File: src/hw/rtl/htfd_pkg.sv
// Package for the humidity / temperature frame decoder.
// Holds byte position codes, conversion constants and the CRC-8 byte update.
// No dependencies.
package htfd_pkg;

    // position of the next byte within a sensor frame
    typedef enum logic [1:0] {
        POS_HIGH  = 2'd0,
        POS_LOW   = 2'd1,
        POS_CHECK = 2'd2
    } pos_t;

    localparam int ByteW  = 8;
    localparam int ValueW = 15;
    localparam int ScaleW = 15;
    localparam int RawW   = 16;
    localparam int ProdW  = ScaleW + RawW;

    // CRC-8, x^8+x^5+x^4+1, init 0
    localparam logic [ByteW-1:0] CrcPoly = 8'h31;
    localparam logic [ByteW-1:0] CrcInit = 8'h00;

    // conversion: value = (scale * S) >> 16 - offset, hundredths of a unit
    localparam logic [ScaleW-1:0]   TempScale  = 15'd17572;
    localparam logic [ScaleW-1:0]   RhScale    = 15'd12500;
    localparam logic signed [15:0]  TempOffset = 16'sd4685;
    localparam logic signed [15:0]  RhOffset   = 16'sd600;

    // one byte of the CRC, bit-serial over eight narrow steps
    function automatic logic [ByteW-1:0] crc8_feed(
        input logic [ByteW-1:0] crc_in,
        input logic [ByteW-1:0] data_in
    );
        logic [ByteW-1:0] c;
        c = crc_in ^ data_in;
        for (int i = 0; i < ByteW; i++) begin
            if (c[ByteW-1])
            begin
                c = {c[ByteW-2:0], 1'b0} ^ CrcPoly;
            end
            else
            begin
                c = {c[ByteW-2:0], 1'b0};
            end
        end
        return c;
    endfunction

endpackage

File: src/hw/rtl/humidity_temp_frame_decoder_core.sv
// Channel | direction | handshake          | word
// in      | sink      | in_valid/in_stall  | rx_byte, frame_start, humidity_frame
// out     | source    | out_valid/out_stall| measured_value, crc_mismatch, value_is_humidity
//
// One input word per cycle while in_stall is low; the result is registered on the cycle
// after the checksum word. CRC update and the 15x16 conversion multiply are combinational
// between the frame registers and the result register.
// Reset clears the frame registers and the result valid; the result word is not reset.
// in_stall rises only while a result is held and out_stall is high.
//
// Top level of the sensor frame decoder; uses htfd_pkg.
module humidity_temp_frame_decoder_core
(
    input  logic                              clk,
    input  logic                              rst_n,
    input  logic                              in_valid,
    output logic                              in_stall,
    input  logic [htfd_pkg::ByteW-1:0]        rx_byte,
    input  logic                              frame_start,
    input  logic                              humidity_frame,
    output logic                              out_valid,
    input  logic                              out_stall,
    output logic signed [htfd_pkg::ValueW-1:0] measured_value,
    output logic                              crc_mismatch,
    output logic                              value_is_humidity
);

    htfd_pkg::pos_t                 pos_reg, pos_next;
    logic [htfd_pkg::ByteW-1:0]     crc_reg, crc_next;
    logic [htfd_pkg::ByteW-1:0]     high_reg, high_next;
    logic [htfd_pkg::ByteW-1:0]     low_reg, low_next;
    logic                           kind_reg, kind_next;

    logic                           out_valid_reg, out_valid_next;
    logic signed [htfd_pkg::ValueW-1:0] value_reg, value_next;
    logic                           mismatch_reg, mismatch_next;
    logic                           is_hum_reg, is_hum_next;

    logic                           accept_in;
    logic                           result_fire;
    logic [htfd_pkg::RawW-1:0]      raw_s;
    logic [htfd_pkg::ScaleW-1:0]    scale_sel;
    logic signed [15:0]             offset_sel;
    logic [htfd_pkg::ProdW-1:0]     product;
    logic signed [15:0]             converted;

    // handshake: hold input only while a result is stuck downstream
    assign in_stall  = out_valid_reg & out_stall;
    assign accept_in = in_valid & ~in_stall;

    // next byte position
    always_comb
    begin
        pos_next = pos_reg;
        if (accept_in)
        begin
            if (frame_start)
            begin
                pos_next = htfd_pkg::POS_LOW;
            end
            else
            begin
                case (pos_reg)
                    htfd_pkg::POS_LOW:   pos_next = htfd_pkg::POS_CHECK;
                    htfd_pkg::POS_CHECK: pos_next = htfd_pkg::POS_HIGH;
                    default:             pos_next = htfd_pkg::POS_LOW;
                endcase
            end
        end
    end

    // frame datapath: byte capture and running CRC
    always_comb
    begin
        crc_next    = crc_reg;
        high_next   = high_reg;
        low_next    = low_reg;
        kind_next   = kind_reg;
        result_fire = 1'b0;
        if (accept_in)
        begin
            if (frame_start)
            begin
                high_next = rx_byte;
                kind_next = humidity_frame;
                crc_next  = htfd_pkg::crc8_feed(htfd_pkg::CrcInit, rx_byte);
            end
            else
            begin
                case (pos_reg)
                    htfd_pkg::POS_LOW:
                    begin
                        low_next = rx_byte;
                        crc_next = htfd_pkg::crc8_feed(crc_reg, rx_byte);
                    end
                    htfd_pkg::POS_CHECK:
                    begin
                        crc_next    = htfd_pkg::CrcInit;
                        result_fire = 1'b1;
                    end
                    default:
                    begin
                        high_next = rx_byte;
                        kind_next = humidity_frame;
                        crc_next  = htfd_pkg::crc8_feed(htfd_pkg::CrcInit, rx_byte);
                    end
                endcase
            end
        end
    end

    // conversion: status bits cleared, one multiply, floor by shift
    assign raw_s      = {high_reg, low_reg[htfd_pkg::ByteW-1:2], 2'b00};
    assign scale_sel  = kind_reg ? htfd_pkg::RhScale : htfd_pkg::TempScale;
    assign offset_sel = kind_reg ? htfd_pkg::RhOffset : htfd_pkg::TempOffset;
    assign product    = htfd_pkg::ProdW'(scale_sel) * htfd_pkg::ProdW'(raw_s);
    assign converted  = $signed({1'b0, product[htfd_pkg::ProdW-1:htfd_pkg::RawW]})
                        - offset_sel;

    // result register: load on checksum word, clear when taken
    always_comb
    begin
        value_next    = value_reg;
        mismatch_next = mismatch_reg;
        is_hum_next   = is_hum_reg;
        out_valid_next = out_valid_reg & out_stall;
        if (result_fire)
        begin
            out_valid_next = 1'b1;
            value_next     = converted[htfd_pkg::ValueW-1:0];
            mismatch_next  = (crc_reg != rx_byte);
            is_hum_next    = kind_reg;
        end
    end

    // control registers
    always_ff @(posedge clk or negedge rst_n)
    begin
        if (!rst_n)
        begin
            pos_reg       <= htfd_pkg::POS_HIGH;
            crc_reg       <= htfd_pkg::CrcInit;
            high_reg      <= '0;
            low_reg       <= '0;
            kind_reg      <= 1'b0;
            out_valid_reg <= 1'b0;
        end
        else
        begin
            pos_reg       <= pos_next;
            crc_reg       <= crc_next;
            high_reg      <= high_next;
            low_reg       <= low_next;
            kind_reg      <= kind_next;
            out_valid_reg <= out_valid_next;
        end
    end

    // result payload
    always_ff @(posedge clk)
    begin
        value_reg    <= value_next;
        mismatch_reg <= mismatch_next;
        is_hum_reg   <= is_hum_next;
    end

    assign out_valid         = out_valid_reg;
    assign measured_value    = value_reg;
    assign crc_mismatch      = mismatch_reg;
    assign value_is_humidity = is_hum_reg;

endmodule

File: config.mk
export PLATFORM = sky130hd
export DESIGN_NAME = humidity_temp_frame_decoder_core
export DESIGN_NICKNAME = d
export VERILOG_FILES = /design/src/hw/rtl/htfd_pkg.sv /design/src/hw/rtl/humidity_temp_frame_decoder_core.sv
export SDC_FILE = /design/constraint.sdc
export NUM_CORES = 1
export LEC_CHECK = 0
export ABC_CLOCK_PERIOD_IN_PS = 7200
export CORE_ASPECT_RATIO = 0.75
export CORE_MARGIN = 2
export CORE_UTILIZATION = 40
export CTS_BUF_LIST = sky130_fd_sc_hd__clkbuf_4 sky130_fd_sc_hd__clkbuf_8
export DETAILED_ROUTE_END_ITERATION = 12
export DONT_BUFFER_PORTS = 1
export PLACE_DENSITY = 0.53
export SETUP_SLACK_MARGIN = 0.1
export SLEW_MARGIN = 20
export SYNTH_ARGS = -nofsm -noshare
export SYNTH_HDL_FRONTEND = slang
export SYNTH_SLANG_ARGS = --single-unit
File: constraint.sdc
create_clock -name clk -period 7.2 [get_ports clk]
set_input_delay 1.44 -clock clk [delete_from_list [all_inputs] [get_ports clk]]
set_output_delay 1.44 -clock clk [all_outputs]
set_load 0.01 [all_outputs]
## After elaboration in Yosys (flattened, before gate mapping)

Cells that the tools add are included.

- Flip-flop bits (word level): 45
- Output and inout bits: 19
- Input port bits: 14

- $mul: 1
- Add/subtract/negate cells: 1
- Muxes and demuxes: 93
- Reductions and logical operators: 3
- Bitwise gates (word level): 28
- Equality and inequality tests: 4

Operator list:

| cell | number |
|---|---|
| $mux W8 | 59 |
| $mux W6 | 23 |
| $not A3 Y3 | 23 |
| $mul A15 B14 Y29 | 1 |
| $pmux W8 S2 | 1 |
| $mux W15 | 1 |
| $sub A15 B13 Y15 | 1 |
| $mux W13 | 1 |
| $ne A8 B8 Y1 | 1 |
| $xor A8 B8 Y8 | 1 |
| $mux W1 | 6 |
| $pmux W2 S2 | 1 |
| $reduce_and A3 Y1 | 1 |
| $and A1 B1 Y1 | 2 |
| $eq A2 B1 Y1 const B | 1 |
| $eq A2 B2 Y1 const B | 1 |
| $mux W2 | 1 |
| $ne A2 B1 Y1 const B | 1 |
| $not A1 Y1 | 2 |
| $reduce_and A2 Y1 | 1 |
| $reduce_or A2 Y1 | 1 |

## Depth between registers and ports, before layout

Gate-level depths: netlist of the first run.

- Depth after elaboration: 40
- Mapped depth: 32

## Worst setup path after synthesis of the first run

OpenSTA, ideal clock, no wires.

- Path kind: flip-flop to flip-flop
- From: register kind_reg
- To: register value_reg (netlist bit measured_value[14]), data pin
- Data required time: 6.940 ns
- Setup time: 0.260 ns
- Buffers on the path: 2
- Arrival time: 7.038 ns
- Setup slack: -0.098 ns
- Cell stages (with the launch flop): 27
- Path through: dfrtp_1 buf_2 inv_1 clkbuf_1 nand2_1 inv_1 fa_1 fa_1 inv_1 fa_1 inv_1 fa_1 fa_1 ha_1 a41o_1 a311o_1 o31a_1 o311a_1 o41a_4 a21oi_1 o21ai_0 xor2_1 ha_1 o211a_1 o41a_1 o211ai_2 xnor2_1

- Longest elaborated chain between the ends: 3

RTL lines:

| item | line | source |
|---|---|---|
| from (decl) | humidity_temp_frame_decoder_core.sv:32 | `logic kind_reg, kind_next;` |
| from (signal assigned) | humidity_temp_frame_decoder_core.sv:154 | `kind_reg <= kind_next;` |
| $mux W15 | humidity_temp_frame_decoder_core.sv:114 | `assign scale_sel = kind_reg ? htfd_pkg::RhScale : htfd_pkg::TempScale;` |
| $mul A15 B14 Y29 | humidity_temp_frame_decoder_core.sv:116 | `assign product = htfd_pkg::ProdW'(scale_sel) * htfd_pkg::ProdW'(raw_s);` |
| $sub A15 B13 Y15 (*) | humidity_temp_frame_decoder_core.sv:118 | `- offset_sel;` |
| named net converted[14] | humidity_temp_frame_decoder_core.sv:45 | `logic signed [15:0] converted;` |
| to (signal assigned) | humidity_temp_frame_decoder_core.sv:162 | `value_reg <= value_next;` |
| to (decl) | humidity_temp_frame_decoder_core.sv:35 | `logic signed [htfd_pkg::ValueW-1:0] value_reg, value_next;` |

Mark *: on every way through the listed nets, which the timed path passes. The rest lies on a longest branch.
A chain may end at the register's enable or synchronous reset.

## Worst setup path in the final report of the first run

Same ends and word-level chain as after synthesis.

==> metrics.md, run 1 <==
| Metric | Value |
|---|---|
| Maxcap violations | 0 |
| Met3 Use GR | 2.46% |
| Layout area overhead | 14.1% |
| # diodes | 0 |
| Crit. End Element | flop |
| Adder-Cell Fraction of Synth Area | 43.5% |
| Critical Path AT | 6.99 ns |
| Max stage delay on crit path | 0.54 ns |
| WP data required | 7.28 ns |
| Max-Slew Margin vs Limit | 27.2% |
| Die Width | 149 um |
| First-pass GRT wire length | 23000 um |
| Post-Place Cell Area | 6790 um^2 |
| Via/cell ratio | 5.02 |
| CTS tree | done |
| Period Utilization, post-route | 96.0% |
| Gpl congestion | 0.871 |
| Crit path max fanout | 9 |
| DRC violations left | 0 |
| Post-synthesis instance total | 637 |
| GRT Total Usage | 17.3% |
| Area of the die | 16800 um^2 |
| TritonCTS Sinks | 43 |
| Status | finished, final reports clean |
| Setup_tns | 0 ns |
| Worst r2r src | kind_reg$_DFFE_PN0P_ |
| Synthesized flop and latch total | 43 |
| Least-Margin Pin Slew | 1.09 ns |
| Hpwl dp | 11600 um |
| Post-synthesis mux area share | 2.85% |
| GRT busiest layer | met1 |
| Crit-path most repeated cell | inv_1 |
| Compound-Gate Fraction of Synth Area | 8.50% |
| Post-Synth XOR/XNOR Area | 8.46% |
| PortBufs | 0 |
| Critical hold path startpoint | crc_reg[1]$_DFFE_PN0P_ |
| Worst clock skew | 0.00612 ns |
| Setup crit start | kind_reg$_DFFE_PN0P_ |
| Average cell area after synthesis | 9.92 um^2 |
| HP Class | flop to flop |
| Max FFs per register | 15 |
| Met2 Usage GRT | 25.8% |
| Initial antenna violation count | 1 |
| Nets | 879 |
| Reg clk slew, reported paths | 0.09 ns |
| Design area | 7210 um^2 |
| Simple logic cell fraction of the synthesized area | 10.8% |
| Seq/Total Area, Yosys | 18.4% |
| Largest net degree at the start of global routing | 27 |
| Num ports | 33 |
| Layout cells sized above 1 | 16.7% |
| YS warnings | 0 |
| Final setup viols | 0 |
| Detail Route Antenna Nets | 0 |
| Total CTS buffers | 5 |
| Num rows | 39 |
| Met1 Track Usage GR | 26.5% |
| Clk_lat worst skew | 0.32 ns |
| Fin crit period | 6.91 ns |
| Mapped Area | 6320 um^2 |
| Grt ovf | 0 |
| Htree depth | 2 |
| Critical path type | flop to flop |
| Starting Density | 41.2% |
| Largest family of logic cells by synthesized area | adder cells |
| CTS Buffer Depth | 2 |
| Post-synth EDFFs | 17 |
| Number of global-route vias before repair | 4444 |
| Chip height | 113 um |
| Setup crit start kind | flop |
| Final core utilization | 47.0% |
| Primary FF master, synth | dfrtp_1 |
| TritonRoute pass-1 iters | 4 |
| Root Buffer | clkbuf_8 |
| Avg WL per Cell | 15.7 um |
| DR vias | 4466 |
| Worst path slowest cell | fa_1 |
| Async set-reset flop share out of synthesis | 60.5% |
| Netlist cell types | 58 |
| Total Wirelength | 14000 um |
| Iter 0 DRT Violations | 278 |
| RSZ-0062 raised after global routing | true |
| Final Hold Viols | 0 |
| Hold slack final | 0.519 ns |
| Slew Viols, Final | 0 |
| Fmax | 145 MHz |
| Core area | 15300 um^2 |
[worst max-delay path, delay by kind of cell, from the launching register on]
family | cells | cell delay, ns
buffers and inverters | 6 | 0.42
adder cells (fa/ha/maj) | 8 | 3.23
XOR/XNOR | 2 | 0.23
AND/OR/NAND/NOR | 2 | 0.33
flip-flops | 1 | 0.44
AO/OA/AOI/OAI | 8 | 2.00
[layout make-up]
| type | instances | area (um^2) |
|---|---|---|
| clock buffer | 5 | 68.8 |
| clock inverter | 3 | 43.8 |
| fill | 1417 | 8120 |
| inverter | 110 | 413 |
| multi-input combinational | 482 | 4940 |
| sequential | 43 | 1160 |
| tap | 205 | 256 |
| timing repair buffer | 41 | 328 |
[what timing repair did]
| item | in CTS | in global routing |
|---|---|---|
| endpoints found under the setup margin | 3 | 4 |
| gates resized for setup | 12 | 29 |
| hold buffers | 0 | 0 |
| buffers inserted | 4 | 11 |
| pin swaps | 10 | 25 |
[per-layer routing]
layer,vias to the layer above,wire (um)
met5,-,13
met4,2,151
met3,11,627
met2,75,6140
met1,2190,7020
li1,2188,-
[kinds of logic (layout without fill, tap and decap cells)]
group,Yosys count,in the layout
AOI/OAI and AO/OA,72,72
xor gates and xnor gates,61,61
and+or+nand+nor,138,138
adders and majority gates,182,182
muxes,16,16
other,2,13
DFF,43,43
buffers and inverters,123,159
[placed cells by master (no fill, tap or decap), types with 16 or more instances in the layout]
cell type,synthesis,layout
ha_1,119,108
inv_1,109,107
fa_1,63,60
nand2_1,55,52
xnor2_1,42,42
buf_4,0,38
dfrtp_1,26,26
nor2_1,26,23
xor2_1,19,19
edfxtp_1,17,17
mux2_2,16,16
[cells in the mapped netlist (4+ instances only)]
| master | n | area [um^2] |
|---|---|---|
| xnor2_1 | 42 | 368 |
| and3_1 | 7 | 43.8 |
| o211ai_1 | 4 | 30.0 |
| nor2b_1 | 13 | 81.3 |
| or2_2 | 6 | 37.5 |
| o21a_1 | 5 | 37.5 |
| a21oi_1 | 18 | 90.1 |
| and2_1 | 5 | 31.3 |
| nor3_1 | 5 | 25.0 |
| mux2_2 | 16 | 180 |
| ha_1 | 119 | 1490 |
| fa_1 | 63 | 1260 |
| inv_1 | 109 | 409 |
| edfxtp_1 | 17 | 510 |
| nor2_1 | 26 | 97.6 |
| a21o_1 | 6 | 45.0 |
| dfrtp_1 | 26 | 651 |
| nand2_1 | 55 | 206 |
| clkbuf_1 | 11 | 41.3 |
| xor2_1 | 19 | 166 |
| o31a_1 | 4 | 35.0 |
| o221ai_1 | 7 | 61.3 |
| o21ai_0 | 7 | 35.0 |
[through the flow]
step | std cells | setup WS (ns)
after floorplan | 648 | 0.139
final | 889 | 0.290
after global placement | 866 | 0.0418
after CTS | 878 | 0.0772
after detailed placement | 866 | -0.0682
after global routing | 889 | 0.0132
[worst paths after layout]
check	slack, ns	cells past startpoint	end
worst min-delay path	0.52	2	crc_reg[1]$_DFFE_PN0P_
max in group asynchronous	6.32	0	high_reg[3]$_DFFE_PN0P_
worst min register to register	0.52	2	crc_reg[1]$_DFFE_PN0P_
worst max-delay path	0.29	26	measured_value[14]$_DFFE_PP_
min in group asynchronous	0.80	0	low_reg[4]$_DFFE_PN0P_
worst max register to register	0.29	26	measured_value[14]$_DFFE_PP_
Power of run 1 is left out: the tool's default activity adds up to more than one toggle a clock period on the data nets, which glitch-free logic cannot reach.
==> inputs of run 2 (changes only) <==
- ABC_AREA: not set -> 1
==> run 2 against run 1 <==
Non-clock buffer count down 37. Synthesized cell count up 43%. Core utilization down 3.4 points. Worst setup slack better by 0.44 ns. Largest cell class unchanged. Routed wire length up 18%.
==> metrics.md, run 2 <==
| Metric | Value |
|---|---|
| Nets | 1118 (+27%) |
| GRT Total Usage | 18.8% (+1.5 points) |
| Status | finished, final reports clean |
| Htree depth | 2 (unchanged) |
| Total CTS buffers | 5 (unchanged) |
| Netlist cell types | 42 (-28%) |
| TritonCTS Sinks | 43 (unchanged) |
| Synth area leader | ha_1 |
| Hpwl dp | 14300 um (+24%) |
| Reg clk slew, reported paths | 0.10 ns (about the same) |
| Max-Slew Margin vs Limit | 55.2% (+28 points) |
| Synthesized flop and latch total | 43 (unchanged) |
| Layout cells sized above 1 | 4.01% (-13 points) |
| Final setup viols | 0 (unchanged) |
| YS warnings | 0 (unchanged) |
| HP Class | flop to flop |
| Critical Path AT | 6.56 ns (-0.43 ns) |
| PortBufs | 0 (unchanged) |
| Root Buffer | clkbuf_8 |
| Critical path type | flop to flop |
| WP data required | 7.30 ns (+0.02 ns) |
| Synth top area share | 21.2% (-2.4 points) |
| Crit path max fanout | 15 (+6) |
| Post-synth top cells | nand2_1 (232), inv_1 (197), ha_1 (119) |
| Number of global-route vias before repair | 4984 (+12%) |
| Clk_lat worst skew | 0.33 ns (about the same) |
| CTS Buffer Depth | 2 (unchanged) |
| Largest net degree at the start of global routing | 27 (unchanged) |
| Crit-path most repeated cell | inv_1 |
| CP top delay family | adder cells |
| DRC violations left | 0 (unchanged) |
| Total Wirelength | 16400 um (+18%) |
| Grt ovf | 0 (unchanged) |
| Commonest non-fill, non-tap cell in the layout | nand2_1 |
| Area of the die | 18700 um^2 (+11%) |
| TritonRoute pass-1 iters | 4 (unchanged) |
| Post-synthesis instance total | 913 (+43%) |
| Die Width | 157 um (+5.3%) |
| Num rows | 41 (+5.1%) |
| Most numerous cell in the Yosys netlist | nand2_1 |
| Post-synth EDFFs | 17 (unchanged) |
| CTS resizes | 0 (-12) |
| Max stage delay on crit path | 0.55 ns (about the same) |
| Maxcap violations | 0 (unchanged) |
| Fin crit period | 6.47 ns (-0.444 ns) |
| Commonest non-fill, non-tap cells in the layout | nand2_1 (232), inv_1 (197), ha_1 (119) |
| Gpl congestion | 0.907 (+4.2%) |
| Average cell area after synthesis | 7.70 um^2 (-22%) |
| Async set-reset flop share out of synthesis | 60.5% (unchanged) |
| Worst clock skew | 0.0138 ns (+0.00764 ns) |
| Fmax | 155 MHz (+6.9%) |
| Starting Density | 41.3% (+0.051 points) |
| RSZ-0062 raised after global routing | false |
| Mapped Area | 7030 um^2 (+11%) |
| CTS Hold Buffers Added | 0 (unchanged) |
| Post-Place Cell Area | 7350 um^2 (+8.2%) |
| Detail Route Antenna Nets | 0 (unchanged) |
| Number of post-CTS setup repair buffers | 0 (-4) |
| Worst path slowest cell | fa_1 |
| Via/cell ratio | 4.70 (-6.4%) |
| Period Utilization, post-route | 89.8% (-6.2 points) |
| Seq/Total Area, Yosys | 16.5% (-1.9 points) |
| Slew Viols, Final | 0 (unchanged) |
| Num ports | 33 (unchanged) |
| Crit. End Element | flop |
| DR vias | 5452 (+22%) |
| # diodes | 0 (unchanged) |
| Max FFs per register | 15 (unchanged) |
| Iter 0 DRT Violations | 458 (+65%) |
| First-pass GRT wire length | 27100 um (+18%) |
| Least-Margin Pin Slew | 0.671 ns (-0.421 ns) |
| Setup_tns | 0 ns (unchanged) |
| Fill cells | 1810 (+28%) |
| Layout area overhead | 5.82% |
| WP buf/inv | 8 (+2) |
| Design area | 7440 um^2 (+3.2%) |
| Primary FF master, synth | dfrtp_1 |
| Avg WL per Cell | 14.2 um (-9.7%) |
| Core area | 17000 um^2 (+11%) |
| Final Hold Viols | 0 (unchanged) |
| Initial antenna violation count | 0 (-1) |
| Setup crit start kind | flop |
| CTS tree | done |
| Chip height | 119 um (+5.3%) |
| Synth area leaders | ha_1 (21%), fa_1 (18%), nand2_1 (12%), inv_1 (11%), dfrtp_1 (9.3%) |
run 2: worst paths after layout:
check                                       start                           end  slack, ns  depth (start not counted)
max in group asynchronous                   rst_n        crc_reg[4]$_DFFE_PN0P_       6.32                          0
min                        crc_reg[2]$_DFFE_PN0P_        crc_reg[2]$_DFFE_PN0P_       0.53                          2
max                          kind_reg$_DFFE_PN0P_  measured_value[14]$_DFFE_PP_       0.73                         29
min reg2reg                crc_reg[2]$_DFFE_PN0P_        crc_reg[2]$_DFFE_PN0P_       0.53                          2
max reg2reg                  kind_reg$_DFFE_PN0P_  measured_value[14]$_DFFE_PP_       0.73                         29
min in group asynchronous                   rst_n          kind_reg$_DFFE_PN0P_       0.79                          0
run 2: stage by stage:
step	setup WS, ns	instances	hold WS (ns)	util, %
after floorplan	1.28	924	0.479	-
after global placement	0.844	1151	0.501	43.1
after detailed placement	0.789	1151	0.498	43.1
after CTS	0.747	1159	0.527	43.6
after global routing	0.257	1159	0.568	43.7
final	0.734	1159	0.528	43.7
run 2: kinds of logic after synthesis:
group,count (synthesis),share of synthesized area [%]
fa+ha+maj,182,39.1
compound gates,74,5.98
flops,43,16.5
buf+inv,211,11.3
simple gates,355,21.1
xor+xnor,46,5.84
other cells,2,0.107
run 2: routing by layer:
layer	vias to the layer above	routed length [um]	share of wire, %	GRT usage (%)
met2	99	5700	35	21.7
met4	0	223	1.4	4.03
met5	-	0	0	0
met1	2510	9620	59	33.7
li1	2835	-	-	-
met3	8	892	5.4	3.19
run 2: cell type report:
| class | instances | area, um^2 | share of cell area [%] |
|---|---|---|---|
| multi-input combinational | 670 | 5120 | 68.9 |
| clock inverter | 3 | 17.5 | 0.235 |
| inverter | 198 | 743 | 9.99 |
| clock buffer | 5 | 68.8 | 0.925 |
| sequential | 43 | 1160 | 15.6 |
| timing repair buffer | 4 | 30.0 | 0.404 |
| tap | 236 | 295 | 3.97 |
run 2: worst min-delay path, delay by kind of cell, from the launching register on:
family | cells | cell delay, ns
simple gates | 1 | 0.06
flops | 1 | 0.38
compound gates | 1 | 0.06
Power of run 2 is left out for the same reason.
==> inputs of run 3 (changes only) <==
- RECOVER_POWER: not set -> 50
==> run 3 against run 2 <==
Register-to-register slack is essentially flat. Sequential share of layout area is essentially flat. Critical path depth is the same. Critical endpoint unchanged. Routed wire length is essentially flat. First-iteration DRC count shrank 0.22%. Via count grew 0.11%. Worst hold slack is essentially flat. Clock-buffer cell count is the same. Highest routed layer unchanged.
==> metrics.md, run 3 (synthesis results as in run 2) <==
| Metric | Value |
|---|---|
| Status | finished, final reports clean |
| Core area | 17000 um^2 (unchanged) |
| Crit path max fanout | 15 (unchanged) |
| # diodes | 0 (unchanged) |
| Initial antenna violation count | 0 (unchanged) |
| Total CTS buffers | 5 (unchanged) |
| Iter 0 DRT Violations | 457 (-0.22%) |
| CTS Buffer Depth | 2 (unchanged) |
| Via/cell ratio | 4.71 (+0.11%) |
| Max stage delay on crit path | 0.55 ns (about the same) |
| Least-Margin Pin Slew | 0.841 ns (+0.170 ns) |
| CTS resizes | 0 (unchanged) |
| RSZ-0062 raised after global routing | false |
| Fin crit period | 6.47 ns (+0.00185 ns) |
| Layout cells sized above 1 | 3.90% (-0.11 points) |
| GRT Total Usage | 18.8% (unchanged) |
| Period Utilization, post-route | 89.8% (about the same) |
| Final setup viols | 0 (unchanged) |
| Number of global-route vias before repair | 4984 (unchanged) |
| Die Width | 157 um (unchanged) |
| CTS Hold Buffers Added | 0 (unchanged) |
| DRC violations left | 0 (unchanged) |
| Setup_tns | 0 ns (unchanged) |
| Final core utilization | 43.7% (about the same) |
| Htree depth | 2 (unchanged) |
| Post-Layout Cell Count | 1159 (unchanged) |
| Slew Viols, Final | 0 (unchanged) |
| Crit-path most repeated cell | inv_1 |
| Hpwl dp | 14300 um (unchanged) |
| Avg WL per Cell | 14.2 um (about the same) |
| Reg clk slew, reported paths | 0.10 ns (about the same) |
| Number of post-CTS setup repair buffers | 0 (unchanged) |
| Area of the die | 18700 um^2 (unchanged) |
| Max FFs per register | 15 (unchanged) |
| Total Wirelength | 16400 um (about the same) |
| Crit. End Element | flop |
| Fmax | 155 MHz (about the same) |
| Commonest non-fill, non-tap cell in the layout | nand2_1 |
| Largest net degree at the start of global routing | 27 (unchanged) |
| TritonCTS Sinks | 43 (unchanged) |
| Num ports | 33 (unchanged) |
| Gpl congestion | 0.907 (unchanged) |
| Maxcap violations | 0 (unchanged) |
| Worst path slowest cell | fa_1 |
| DR vias | 5458 (+0.11%) |
| Nets | 1118 (unchanged) |
| Chip height | 119 um (unchanged) |
| Hold slack final | 0.529 ns (+0.000191 ns) |
| Worst clock skew | 0.0137 ns (-0.0000215 ns) |
| Critical Path AT | 6.57 ns (about the same) |
| Grt ovf | 0 (unchanged) |
| CTS tree | done |
| Critical path type | flop to flop |
| HP Class | flop to flop |
| PortBufs | 0 (unchanged) |
| Root Buffer | clkbuf_8 |
| Max-Slew Margin vs Limit | 43.9% (-11 points) |
| WP data required | 7.30 ns (about the same) |
| Clk_lat worst skew | 0.33 ns (about the same) |
| Setup crit start kind | flop |
| Commonest non-fill, non-tap cells in the layout | nand2_1 (232), inv_1 (197), ha_1 (119) |
| Final Hold Viols | 0 (unchanged) |
| First-pass GRT wire length | 27100 um (unchanged) |
| Dpl cells | 1151 (unchanged) |
| Starting Density | 41.3% (unchanged) |
| Detail Route Antenna Nets | 0 (unchanged) |
| TritonRoute pass-1 iters | 5 (+1) |
| Layout area overhead | 5.77% (about the same) |
| Num rows | 41 (unchanged) |
==> run 3: final cells by class <==
| class | count | area, um^2 |
|---|---|---|
| inverters | 198 | 743 |
| repair buffers | 4 | 26.3 |
| well taps | 236 | 295 |
| fillers | 1809 | 9600 |
| clock inverters | 3 | 17.5 |
| clock buffers | 5 | 68.8 |
| multi-input cells | 670 | 5120 |
| flip-flops and latches | 43 | 1160 |
==> run 3: metrics by stage <==
stage | setup WS [ns] | area, um^2
4_1_cts | 0.747 | 7430
3_5_place_dp | 0.789 | 7350
6_report | 0.732 | 7430
2_1_floorplan | 1.28 | 7070
5_1_grt | 0.257 | 7430
3_3_place_gp | 0.844 | 7350
==> run 3: final timing paths <==
| check | start | end | slack (ns) | cells after the start |
|---|---|---|---|---|
| min | crc_reg[2]$_DFFE_PN0P_ | crc_reg[2]$_DFFE_PN0P_ | 0.53 | 2 |
| min reg2reg | crc_reg[2]$_DFFE_PN0P_ | crc_reg[2]$_DFFE_PN0P_ | 0.53 | 2 |
| max reg2reg | kind_reg$_DFFE_PN0P_ | measured_value[14]$_DFFE_PP_ | 0.73 | 29 |
| min in group asynchronous | rst_n | kind_reg$_DFFE_PN0P_ | 0.79 | 0 |
| max in group asynchronous | rst_n | crc_reg[4]$_DFFE_PN0P_ | 6.32 | 0 |
| max | kind_reg$_DFFE_PN0P_ | measured_value[14]$_DFFE_PP_ | 0.73 | 29 |
==> run 3: routing by layer <==
layer | track usage (%) | share of wire, % | vias to the layer above
li1 | - | - | 2835
met1 | 33.7 | 58 | 2507
met2 | 21.7 | 35 | 108
met3 | 3.19 | 6.0 | 8
met4 | 4.03 | 1.4 | 0
met5 | 0 | 0 | -
==> run 3: critical path, delay by kind of cell, from the launching register on <==
family | cells | cell delay [ns]
buffers and inverters | 8 | 0.69
adder cells (fa/ha/maj) | 8 | 3.50
AO/OA/AOI/OAI | 1 | 0.09
XOR/XNOR | 1 | 0.15
flip-flops | 1 | 0.45
AND/OR/NAND/NOR | 11 | 1.35
Power of run 3 is left out for the same reason.
